<file path="src/hw/rtl/mavf_pkg.sv">
package mavf_pkg;

  localparam int MAX_WINDOW   = 64;
  localparam int SAMPLE_BITS  = 16;
  localparam int RESET_WINDOW = 8;

  localparam int IDX_W = $clog2(MAX_WINDOW);
  localparam int WIN_W = IDX_W + 1;
  localparam int SUM_W = SAMPLE_BITS + IDX_W;
  localparam int CNT_W = $clog2(SUM_W);

  // Controller to datapath
  typedef struct packed {
    logic take;     // latch sample, read the slot being replaced
    logic update;   // fold into sum, write slot, load divider
    logic step;     // one restoring-division step
    logic publish;  // load the output register
  } mavf_cmd_t;

  // Datapath to controller
  typedef struct packed {
    logic div_last;  // current step is the final one
    logic out_free;  // output register can take a result this cycle
  } mavf_sts_t;

  // Zero reads as one, anything above the ring depth as the ring depth.
  function automatic logic [WIN_W-1:0] win_clamp(input logic [WIN_W-1:0] v);
    logic [WIN_W-1:0] r;
    if (v == '0) begin
      r = WIN_W'(1);
    end else if (v > WIN_W'(MAX_WINDOW)) begin
      r = WIN_W'(MAX_WINDOW);
    end else begin
      r = v;
    end
    return r;
  endfunction

endpackage

</file>
<file path="src/hw/rtl/mavf_if.sv">
interface mavf_in_if import mavf_pkg::*; ();
  logic                          valid;
  logic                          ready;
  logic signed [SAMPLE_BITS-1:0] sample;

  modport source (output valid, output sample, input ready);
  modport sink (input valid, input sample, output ready);
endinterface

interface mavf_out_if import mavf_pkg::*; ();
  logic                          valid;
  logic                          ready;
  logic signed [SAMPLE_BITS-1:0] average;

  modport source (output valid, output average, input ready);
  modport sink (input valid, input average, output ready);
endinterface

</file>
<file path="src/hw/rtl/mavf_ctrl.sv">
module mavf_ctrl import mavf_pkg::*; (
  input  logic      clk,
  input  logic      rst_n,
  input  logic      in_valid,
  output logic      in_ready,
  input  mavf_sts_t sts,
  output mavf_cmd_t cmd
);

  typedef enum logic [1:0] {
    ST_IDLE,
    ST_LOAD,
    ST_DIV,
    ST_DONE
  } state_t;

  state_t state_r, state_nxt;
  logic   in_ready_r, in_ready_nxt;

  always_comb begin
    cmd          = '0;
    state_nxt    = state_r;
    in_ready_nxt = in_ready_r;
    unique case (state_r)
      ST_IDLE: begin
        if (in_valid && in_ready_r) begin
          cmd.take     = 1'b1;
          state_nxt    = ST_LOAD;
          in_ready_nxt = 1'b0;
        end
      end
      ST_LOAD: begin
        cmd.update = 1'b1;
        state_nxt  = ST_DIV;
      end
      ST_DIV: begin
        cmd.step = 1'b1;
        if (sts.div_last) begin
          state_nxt = ST_DONE;
        end
      end
      ST_DONE: begin
        if (sts.out_free) begin
          cmd.publish  = 1'b1;
          state_nxt    = ST_IDLE;
          in_ready_nxt = 1'b1;
        end
      end
      default: begin
        state_nxt    = ST_IDLE;
        in_ready_nxt = 1'b1;
      end
    endcase
  end

  always_ff @(posedge clk) begin
    if (!rst_n) begin
      state_r    <= ST_IDLE;
      in_ready_r <= 1'b1;
    end else begin
      state_r    <= state_nxt;
      in_ready_r <= in_ready_nxt;
    end
  end

  assign in_ready = in_ready_r;

  a_take_then_update: assert property (@(posedge clk) disable iff (!rst_n)
    cmd.take |=> cmd.update)
    else $error("accepted item not folded into the sum next cycle");

  a_last_step_done: assert property (@(posedge clk) disable iff (!rst_n)
    (cmd.step && sts.div_last) |=> (state_r == ST_DONE && !in_ready_r))
    else $error("division finished but controller did not move to publish");

endmodule

</file>
<file path="src/hw/rtl/mavf_datapath.sv">
module mavf_datapath import mavf_pkg::*; (
  input  logic                          clk,
  input  logic                          rst_n,
  input  logic                          cfg_we,
  input  logic [WIN_W-1:0]              cfg_wdata,
  input  logic signed [SAMPLE_BITS-1:0] in_sample,
  input  mavf_cmd_t                     cmd,
  output mavf_sts_t                     sts,
  input  logic                          out_ready,
  output logic                          out_valid,
  output logic signed [SAMPLE_BITS-1:0] out_average
);

  // Window ring and per-slot valid bits (an unwritten slot reads as zero)
  logic signed [SAMPLE_BITS-1:0] mem [MAX_WINDOW];
  logic [MAX_WINDOW-1:0]         slot_vld_r;

  logic [WIN_W-1:0]              win_r;
  logic [IDX_W-1:0]              idx_r;
  logic signed [SUM_W-1:0]       sum_r;

  logic signed [SAMPLE_BITS-1:0] sample_r;
  logic signed [SAMPLE_BITS-1:0] rdata_r;
  logic                          old_vld_r;

  // Restoring divider: quo_r shifts dividend out and quotient in
  logic [SUM_W-1:0]              quo_r;
  logic [IDX_W-1:0]              rem_r;
  logic                          neg_r;
  logic [CNT_W-1:0]              cnt_r;

  logic                          out_valid_r;
  logic signed [SAMPLE_BITS-1:0] avg_r;

  logic signed [SAMPLE_BITS-1:0] old_val;
  logic signed [SUM_W-1:0]       sum_nxt;
  logic [WIN_W-1:0]              idx_inc;
  logic [IDX_W-1:0]              idx_nxt;
  logic [WIN_W-1:0]              rem_sh;
  logic                          q_bit;
  logic [IDX_W-1:0]              rem_nxt;
  logic [SAMPLE_BITS-1:0]        quo_low;

  assign old_val = old_vld_r ? rdata_r : '0;
  assign sum_nxt = sum_r - SUM_W'(old_val) + SUM_W'(sample_r);
  assign idx_inc = WIN_W'(idx_r) + WIN_W'(1);
  assign idx_nxt = (idx_inc >= win_r) ? '0 : idx_inc[IDX_W-1:0];

  assign rem_sh  = {rem_r, quo_r[SUM_W-1]};
  assign q_bit   = (rem_sh >= win_r);
  assign rem_nxt = q_bit ? IDX_W'(rem_sh - win_r) : rem_sh[IDX_W-1:0];
  assign quo_low = quo_r[SAMPLE_BITS-1:0];

  always_ff @(posedge clk) begin
    if (cmd.take) begin
      rdata_r <= mem[idx_r];
    end
    if (cmd.update) begin
      mem[idx_r] <= sample_r;
    end
  end

  always_ff @(posedge clk) begin
    if (!rst_n) begin
      win_r      <= win_clamp(WIN_W'(RESET_WINDOW));
      idx_r      <= '0;
      sum_r      <= '0;
      slot_vld_r <= '0;
    end else if (cfg_we) begin
      win_r      <= win_clamp(cfg_wdata);
      idx_r      <= '0;
      sum_r      <= '0;
      slot_vld_r <= '0;
    end else if (cmd.update) begin
      sum_r             <= sum_nxt;
      idx_r             <= idx_nxt;
      slot_vld_r[idx_r] <= 1'b1;
    end
  end

  always_ff @(posedge clk) begin
    if (cmd.take) begin
      sample_r  <= in_sample;
      old_vld_r <= slot_vld_r[idx_r];
    end
    if (cmd.update) begin
      neg_r <= sum_nxt[SUM_W-1];
      quo_r <= sum_nxt[SUM_W-1] ? SUM_W'(-sum_nxt) : SUM_W'(sum_nxt);
      rem_r <= '0;
      cnt_r <= '0;
    end else if (cmd.step) begin
      quo_r <= {quo_r[SUM_W-2:0], q_bit};
      rem_r <= rem_nxt;
      cnt_r <= cnt_r + CNT_W'(1);
    end
    if (cmd.publish) begin
      avg_r <= neg_r ? -quo_low : quo_low;
    end
  end

  always_ff @(posedge clk) begin
    if (!rst_n) begin
      out_valid_r <= 1'b0;
    end else if (cmd.publish) begin
      out_valid_r <= 1'b1;
    end else if (out_ready) begin
      out_valid_r <= 1'b0;
    end
  end

  assign sts.div_last = (cnt_r == CNT_W'(SUM_W - 1));
  assign sts.out_free = !out_valid_r || out_ready;
  assign out_valid    = out_valid_r;
  assign out_average  = avg_r;

  a_idx_in_window: assert property (@(posedge clk) disable iff (!rst_n)
    (WIN_W'(idx_r) < win_r) && (win_r != '0))
    else $error("write index outside the configured window");

  a_publish_free: assert property (@(posedge clk) disable iff (!rst_n)
    cmd.publish |-> (!out_valid_r || out_ready))
    else $error("result overwrote one not yet taken");

endmodule

</file>
<file path="src/hw/rtl/moving_average_filter_top.sv">
// Simple moving average filter.
//
// in_ch  : one signed sample per item (valid/ready). The sample replaces the
//          oldest of window_size slots in a ring and a running sum is kept.
// out_ch : one signed average per input item, the window sum divided by
//          window_size and truncated toward zero. Empty slots count as zero.
// cfg_we / cfg_wdata : write window_size (0 reads as 1, above 64 as 64);
//          the write clears the ring, write index and sum. Write only idle.
//
// From input accept to output valid: the accept edge reads the replaced
// slot, the next cycle updates the sum, 22 steps of a one-bit-per-cycle
// restoring divider (22-bit sum by window_size) follow, then the output
// register is loaded once it is free. Ready drops at the accept and returns
// with the output load, so a new item is taken only after the last is done.
// A new item is accepted while the previous result still waits in the
// output register; if the receiver stalls, the finished next result holds
// in the divider until the output register drains.
// Reset (rst_n low, synchronous): window_size 8, ring empty, sum zero,
// no result pending, ready high.
module moving_average_filter_top import mavf_pkg::*; (
  input  logic             clk,
  input  logic             rst_n,
  mavf_in_if.sink          in_ch,
  mavf_out_if.source       out_ch,
  input  logic             cfg_we,
  input  logic [WIN_W-1:0] cfg_wdata
);

  mavf_cmd_t cmd;
  mavf_sts_t sts;
  logic      in_ready;
  logic      out_valid;
  logic signed [SAMPLE_BITS-1:0] out_average;

  // Sequence one item: take, fold into sum, divide, publish
  mavf_ctrl u_ctrl (
    .clk      (clk),
    .rst_n    (rst_n),
    .in_valid (in_ch.valid),
    .in_ready (in_ready),
    .sts      (sts),
    .cmd      (cmd)
  );

  // Ring, running sum, divider and output register
  mavf_datapath u_datapath (
    .clk         (clk),
    .rst_n       (rst_n),
    .cfg_we      (cfg_we),
    .cfg_wdata   (cfg_wdata),
    .in_sample   (in_ch.sample),
    .cmd         (cmd),
    .sts         (sts),
    .out_ready   (out_ch.ready),
    .out_valid   (out_valid),
    .out_average (out_average)
  );

  assign in_ch.ready    = in_ready;
  assign out_ch.valid   = out_valid;
  assign out_ch.average = out_average;

endmodule
</file>
<file path="src/flat_wrapper.sv">
// flat-port wrapper written by rule: the top's interface ports become plain ports
module moving_average_filter_top_flat import mavf_pkg::*;
  (clk, rst_n, cfg_we, cfg_wdata, in_ch_valid, in_ch_sample, in_ch_ready, out_ch_valid, out_ch_average, out_ch_ready);
  mavf_in_if in_ch_i ();
  mavf_out_if out_ch_i ();
  input  logic clk;
  input  logic rst_n;
  input  logic cfg_we;
  input  logic [WIN_W-1:0] cfg_wdata;
  input wire logic [$bits(in_ch_i.valid)-1:0] in_ch_valid;
  input wire logic [$bits(in_ch_i.sample)-1:0] in_ch_sample;
  output wire logic [$bits(in_ch_i.ready)-1:0] in_ch_ready;
  output wire logic [$bits(out_ch_i.valid)-1:0] out_ch_valid;
  output wire logic [$bits(out_ch_i.average)-1:0] out_ch_average;
  input wire logic [$bits(out_ch_i.ready)-1:0] out_ch_ready;
  assign in_ch_i.valid = in_ch_valid;
  assign in_ch_i.sample = in_ch_sample;
  assign in_ch_ready = in_ch_i.ready;
  assign out_ch_valid = out_ch_i.valid;
  assign out_ch_average = out_ch_i.average;
  assign out_ch_i.ready = out_ch_ready;
  moving_average_filter_top u_core (.clk(clk), .rst_n(rst_n), .in_ch(in_ch_i), .out_ch(out_ch_i), .cfg_we(cfg_we), .cfg_wdata(cfg_wdata));
endmodule
</file>
<file path="config.mk">
export PLATFORM = sky130hd
export DESIGN_NAME = moving_average_filter_top_flat
export DESIGN_NICKNAME = d
export VERILOG_FILES = /design/src/hw/rtl/mavf_pkg.sv /design/src/hw/rtl/mavf_if.sv /design/src/hw/rtl/mavf_ctrl.sv /design/src/hw/rtl/mavf_datapath.sv /design/src/hw/rtl/moving_average_filter_top.sv /design/src/flat_wrapper.sv
export SDC_FILE = /design/constraint.sdc
export NUM_CORES = 1
export LEC_CHECK = 0
export BUFFER_PORTS_ARGS = -buffer_cell sky130_fd_sc_hd__buf_2
export CAP_MARGIN = 30
export CORE_ASPECT_RATIO = 1.4
export CORE_UTILIZATION = 51
export DETAILED_ROUTE_END_ITERATION = 8
export HOLD_SLACK_MARGIN = 0.05
export PLACE_DENSITY = 0.68
export SETUP_SLACK_MARGIN = 0.15
export SLEW_MARGIN = 10
export SYNTH_ARGS = -nofsm -noshare
export SYNTH_HDL_FRONTEND = slang
export SYNTH_HIERARCHICAL = 1
export SYNTH_SLANG_ARGS = --single-unit
</file>
<file path="constraint.sdc">
create_clock -name clk -period 11.2 [get_ports clk]
set_input_delay 1.12 -clock clk [delete_from_list [all_inputs] [get_ports clk]]
set_output_delay 1.12 -clock clk [all_outputs]
set_load 0.01 [all_outputs]
</file>
Word level (Yosys, flattened, before mapping)
Memory sizes are Yosys's and may differ from the RTL's. A register that Yosys moved wholly into a read port is not among the register bits.
Index checks and enable logic that the tools add are counted.
{"block": "word_totals", "output_inout_bits": 18, "ff_bits": 170, "mem_bits_rw": 1024, "inputBits": 28, "wordCells": 78, "n_memories": 1}
{"block": "op_classes", "bitwise": 2, "add_sub_neg": 7, "n_eq_ne": 7, "n_lt_le_gt_ge": 5, "muxes": 30, "n_reduce_logical": 12}
{"memory": "u_core.u_datapath.mem", "words": 64, "width": 16, "read_ports": 1, "rd_ports_with_merged_regs": 1, "write_ports": 1, "line": "mavf_datapath.sv:15", "text": "logic signed [SAMPLE_BITS-1:0] mem [MAX_WINDOW];"}
{"op": "2-to-1 mux 22 bit", "count": 3}
{"op": "OR 64 bit", "count": 1}
{"op": "2-to-1 mux 16 bit", "count": 2}
{"op": "adder 22 x 16 -> 22 bit", "count": 1}
{"op": "negation 22 bit", "count": 1}
{"op": "subtractor 22 x 16 -> 22 bit", "count": 1}
{"op": "negation 16 bit", "count": 1}
{"op": "greater-or-equal comparator 7 bit", "count": 2}
{"op": "2-to-1 mux 1 bit", "count": 14}
{"op": "2-to-1 mux 7 bit", "count": 2}
{"op": "2-to-1 mux 6 bit", "count": 2}
{"op": "case mux 2 bit (4 select lines)", "count": 1}
{"op": "adder 6 x 1 -> 7 bit (second input constant)", "count": 1}
{"op": "greater-than comparator 7 bit (second input constant)", "count": 1}
{"op": "zero test 7 bit", "count": 1}
{"op": "less-than comparator 6 x 7 -> 1 bit (second input constant)", "count": 1}
{"op": "binary-select mux 1 bit (select 6 bit)", "count": 1}
{"op": "demux 1 bit (select 6 bit)", "count": 1}
{"op": "greater-or-equal comparator 6 x 1 -> 1 bit (second input constant)", "count": 1}
{"op": "2-to-1 mux 2 bit", "count": 3}
{"op": "AND reduction 3 bit", "count": 2}
{"op": "nonzero test 2 bit", "count": 3}
{"op": "subtractor 6 bit", "count": 1}
{"op": "adder 5 x 1 -> 5 bit (second input constant)", "count": 1}
{"op": "other kinds (12)", "count": 15}

Logic depth before layout (Yosys ltp)
{"block": "logic_depth", "ltp_word": 6, "ltp_mapped": 15, "mapped_depth_nobuf": 13}

Hierarchy
The synthesis kept the hierarchy.
{"module": "mavf_datapath", "n_inst": 1, "cells_per_inst": 3048, "area_per_inst_um2": 46917.5, "seq_area_each_um2": 35133.7}
{"module": "mavf_ctrl", "n_inst": 1, "cells_per_inst": 27, "area_per_inst_um2": 254.0, "seq_area_each_um2": 60.1}

Worst setup path before layout
OpenSTA, ideal clock, no wires.
{"block": "synth_timing", "kind": "register to register", "from": "register u_core.u_datapath.sample_r[1]", "to": "register u_core.u_datapath.quo_r[20], data pin", "setup_slack_ps": 6062, "period_less_slack_ps": 5138, "n_path_buf": 1, "t_required_ps": 11065, "arrival_ps": 5003, "setup_ps": 135, "path_stages_with_launch": 14, "path_cell_list": "edfxtp_1 -> inv_1 -> fa_1 -> inv_1 -> fa_1 -> a211o_1 -> a211o_1 -> a211oi_4 -> nand4b_2 -> or4b_1 -> buf_2 -> or4_4 -> or4_1 -> nand3_1"}
{"block": "synth_between", "elab_chain_len": 4}
{"item": "from (decl)", "line": "mavf_datapath.sv:22", "text": "logic signed [SAMPLE_BITS-1:0] sample_r;"}
{"item": "from (signal assigned)", "line": "mavf_datapath.sv:83", "text": "sample_r <= in_sample;"}
{"item": "adder 22 x 16 -> 22 bit (*)", "line": "mavf_datapath.sv:45", "text": "assign sum_nxt = sum_r - SUM_W'(old_val) + SUM_W'(sample_r);"}
{"item": "negation 22 bit", "line": "mavf_datapath.sv:88", "text": "quo_r <= sum_nxt[SUM_W-1] ? SUM_W'(-sum_nxt) : SUM_W'(sum_nxt);"}
{"item": "2-to-1 mux 22 bit (*)", "line": "mavf_datapath.sv:88"}
{"item": "2-to-1 mux 22 bit (*)", "line": "mavf_datapath.sv:86", "text": "if (cmd.update) begin"}
{"item": "to (signal assigned)", "line": "mavf_datapath.sv:88"}
{"item": "to (signal assigned)", "line": "mavf_datapath.sv:92", "text": "quo_r <= {quo_r[SUM_W-2:0], q_bit};"}
{"item": "to (decl)", "line": "mavf_datapath.sv:27", "text": "logic [SUM_W-1:0] quo_r;"}
Mark *: on every way between the ends. The rest lies on a longest branch, timed or not.
A chain may end at the register's enable or synchronous reset.

Worst setup path after layout
{"block": "layout_timing", "from": "register u_core.u_datapath.sample_r[2]", "to": "register u_core.u_datapath.quo_r[21], data pin"}
{"block": "layout_between", "elab_chain_len": 4}
{"item": "adder 22 x 16 -> 22 bit (*)", "line": "mavf_datapath.sv:45"}
{"item": "named net u_core.u_datapath.sum_nxt[21]", "line": "mavf_datapath.sv:36", "text": "logic signed [SUM_W-1:0] sum_nxt;"}
{"item": "negation 22 bit", "line": "mavf_datapath.sv:88"}
{"item": "2-to-1 mux 22 bit (*)", "line": "mavf_datapath.sv:88"}
{"item": "2-to-1 mux 22 bit (*)", "line": "mavf_datapath.sv:86"}
Mark *: on every way through the listed nets, which the timed path passes. The rest lies on a longest branch.

==> impl_results.md <==
* Internal at 8044 uW
* # DRC at 0
* Gr usage total at 27.87%
* Core area at 91300 um^2
* RSZ-0062 raised after global routing: false
* Worst slew margin at 22.64%
* Router iterations before antenna repair at 5
* Max Buffers Root-to-Sink at 3
* Wire length of the first global-routing pass at 190.3 mm
* Register area at 35190 um^2
* Area of the multi-input gates at 10910 um^2
* Power Total at 11560 uW
* H-tree levels at 3
* Clock Skew at 32.67 ps
* NumNets Final at 3261
* Final worst path period share at 50.47%
* Via count at 29190
* Initial antenna violation count at 0
* Sw frac at 30.43%
* Async SR Flop Fraction at 0%
* Fin. Hold Viols at 0
* Setup violators final at 0
* Comb power frac at 23.0%
* LEAKAGE at 0.01672 uW
* Core Rows at 131
* IO Port Bufs at 45
* Actual slew at the worst max-slew pin at 1155 ps
* Die area at 93730 um^2
* FMAX at 176.9 MHz
* Hold Crit Class: register to register
* Post-synth EDFFs at 1096
* Clk_lat worst skew at 720 ps
* Top-area cell type share of the netlist area at 69.77%
* Routed wire length per instance at 29.44 um
* Slew Viols, Final at 0
* Share of cells above drive strength 1 at 10.98%
* Initial DRC count at 3908
* ANT nets after route at 0
* Clk sinks at 1210
* CP arrival at 6110 ps
* Distinct cells, synth at 76
* Number of global-route vias before repair at 28520
* GRT overflow at 0
* Layout area overhead at 11.41%
* Synth area leaders: edfxtp_1 (70%), a22oi_1 (5.0%), dfxtp_1 (4.8%), a22o_1 (2.2%), a221oi_1 (2.2%)
* Die H at 361.9 um
* Power Dens Cells at 220.0 nW/um^2
* Period minus WS final at 5653 ps
* CTS tree: built
* Maximum Capacitance Violations at 0
* Yosys Warn Count at 6
* Postcts setup bufs at 0
* Pin count of the biggest net entering global routing at 105
* Number of synthesized register bits at 1210
* Leading area contributor after synthesis: edfxtp_1
* Gpl congestion at 0.8679
* CTS resizes at 0
* Worst Path Max Fanout at 65
* Mapped Avg Cell Area at 15.34 um^2
* Sequential share of power at 46.9%
* Clock power frac at 30.1%
* Most common cell after layout, fill and taps aside: edfxtp_1
* Post-Synthesis Cells at 3075
* I/O Pins at 46
* Worst VDD drop at 0.1276 mV
* Data required, critical path at 11660 ps
* Primary FF master, synth: edfxtp_1
* Filler instances at 6766
* Critical Path End Type: register
* Root Buffer: clkbuf_16
* Post-route setup TNS at 0 ps
* Seq/Total Area, Yosys at 74.61%
* DP HPWL at 77.20 mm
* Status: finished clean
* Switching pwr at 3518 uW
* Mapped cell area at 47170 um^2
* CTS clock-pin slew for the worst setup and hold paths at 70 ps
* CTS buffer count at 104
* CP startpoint kind: register
* CTS Hold Buffers Added at 0
* CP Class: register to register
* Starting Density at 51.67%
* Final wirelength at 131.0 mm
* Mapped Nets at 3172
* Commonest cells after routing, fill and taps aside: edfxtp_1 (1096), a22oi_1 (313), nor2_1 (254)
* Via density at 6.561
* Chip Width at 259.0 um
-- logic make-up (layout without fill, tap and decap cells) --
family,after synthesis,after routing,share of synthesized area [%]
buffers and inverters,300,476,2.393
multiplexers,14,14,0.3050
XOR/XNOR,47,47,0.8726
flip-flops,1210,1210,74.61
adder cells (fa/ha/maj),69,69,2.180
other,0,1,0
AO/OA/AOI/OAI,873,873,13.91
AND/OR/NAND/NOR,562,562,5.727
-- state kept, by name, indices dropped and copies added, names as in the netlist --
signal and count:
u_core/u_datapath/out_average 16, u_core/u_ctrl/in_ready 1, u_core/u_datapath/slot_vld_r 64, u_core/u_datapath/win_r 7
u_core/u_datapath/rdata_r 16, u_core/u_datapath/out_valid 1, u_core/u_datapath/cnt_r 5, u_core/u_datapath/quo_r 22
u_core/u_datapath/sum_r 22, u_core/u_datapath/old_vld_r 1, u_core/u_datapath/sample_r 16, u_core/u_datapath/mem 1024
u_core/u_datapath/neg_r 1, u_core/u_datapath/rem_r 6, u_core/u_ctrl/state_r 2, u_core/u_datapath/idx_r 6
-- worst paths after layout --
kind,endpoint,from,slack (ps),depth (start not counted)
worst min register to register,u_core/u_datapath/sum_r[16],u_core/u_datapath/sum_r[16],470,2
worst max register to register,u_core/u_datapath/quo_r[21],u_core/u_datapath/sample_r[2],5550,14
worst max-delay path,u_core/u_datapath/quo_r[21],u_core/u_datapath/sample_r[2],5550,14
worst min-delay path,u_core/u_datapath/sum_r[16],u_core/u_datapath/sum_r[16],470,2
-- metrics by stage --
step                      instances  hold slack [ps]  worst slack (ps)  utilization (%)  cell area, um^2
after global placement         4244            448.5              5773            53.86            49180
after detailed placement       4253            458.4              5635            53.98            49280
after CTS                      4446            470.1              5605            57.55            52540
after floorplan                3075            440.3              6062                -            47170
final                          4449            471.5              5547            57.57            52560
after global routing           4448            480.8              5204            57.56            52550
-- power by group through the flow --
stage / Sequential [uW] / Combinational, uW / Clock (uW)
2_1_floorplan: 5590 / 1730 / 0
3_3_place_gp: 5510 / 2580 / 0
3_5_place_dp: 5520 / 2620 / 0
4_1_cts: 5420 / 2630 / 3510
5_1_grt: 5440 / 2890 / 3680
6_report: 5420 / 2660 / 3480
-- synthesized netlist by cell type (all sizes together), types with 36 or more instances --
master and number:
a21oi 59, a31oi 99, nor2 258, a22o 118
buf 36, ha 47, nand3 46, a22oi 313
a221oi 118, nand2 72, edfxtp 1096, nand4 40
dfxtp 114, clkbuf 155, inv 108
-- worst max-delay path: stages, from the launching register on --
cell      delay (ps)
edfxtp_1         330
buf_4            500
inv_1            140
fa_1             530
inv_1             40
ha_1             370
o21ai_0          280
nor4_1           690
nor4_1           160
o21a_1           240
o21a_1           310
nor2_1           730
clkinv_1         520
and3_1           280
a22o_1           200
-- final cells by class --
class,count,area share [%]
Clock buffer,138,5.426
Timing Repair Buffer,174,2.443
Multi-Input combinational cell,1565,20.77
Sequential cell,1210,66.97
Inverter,109,0.7785
Tap cell,1197,2.850
Antenna cell,1,0.004761
Clock inverter,55,0.7666
-- layer usage --
metal | part of all wire [%] | routed length (um) | GRT usage, %
met5 | 0 | 0 | 0
met1 | 37 | 47930 | 34.95
met3 | 8.6 | 11280 | 4.235
met2 | 50 | 65270 | 46.97
met4 | 5.0 | 6511 | 14.06
(Power assumes the default switching activity.)
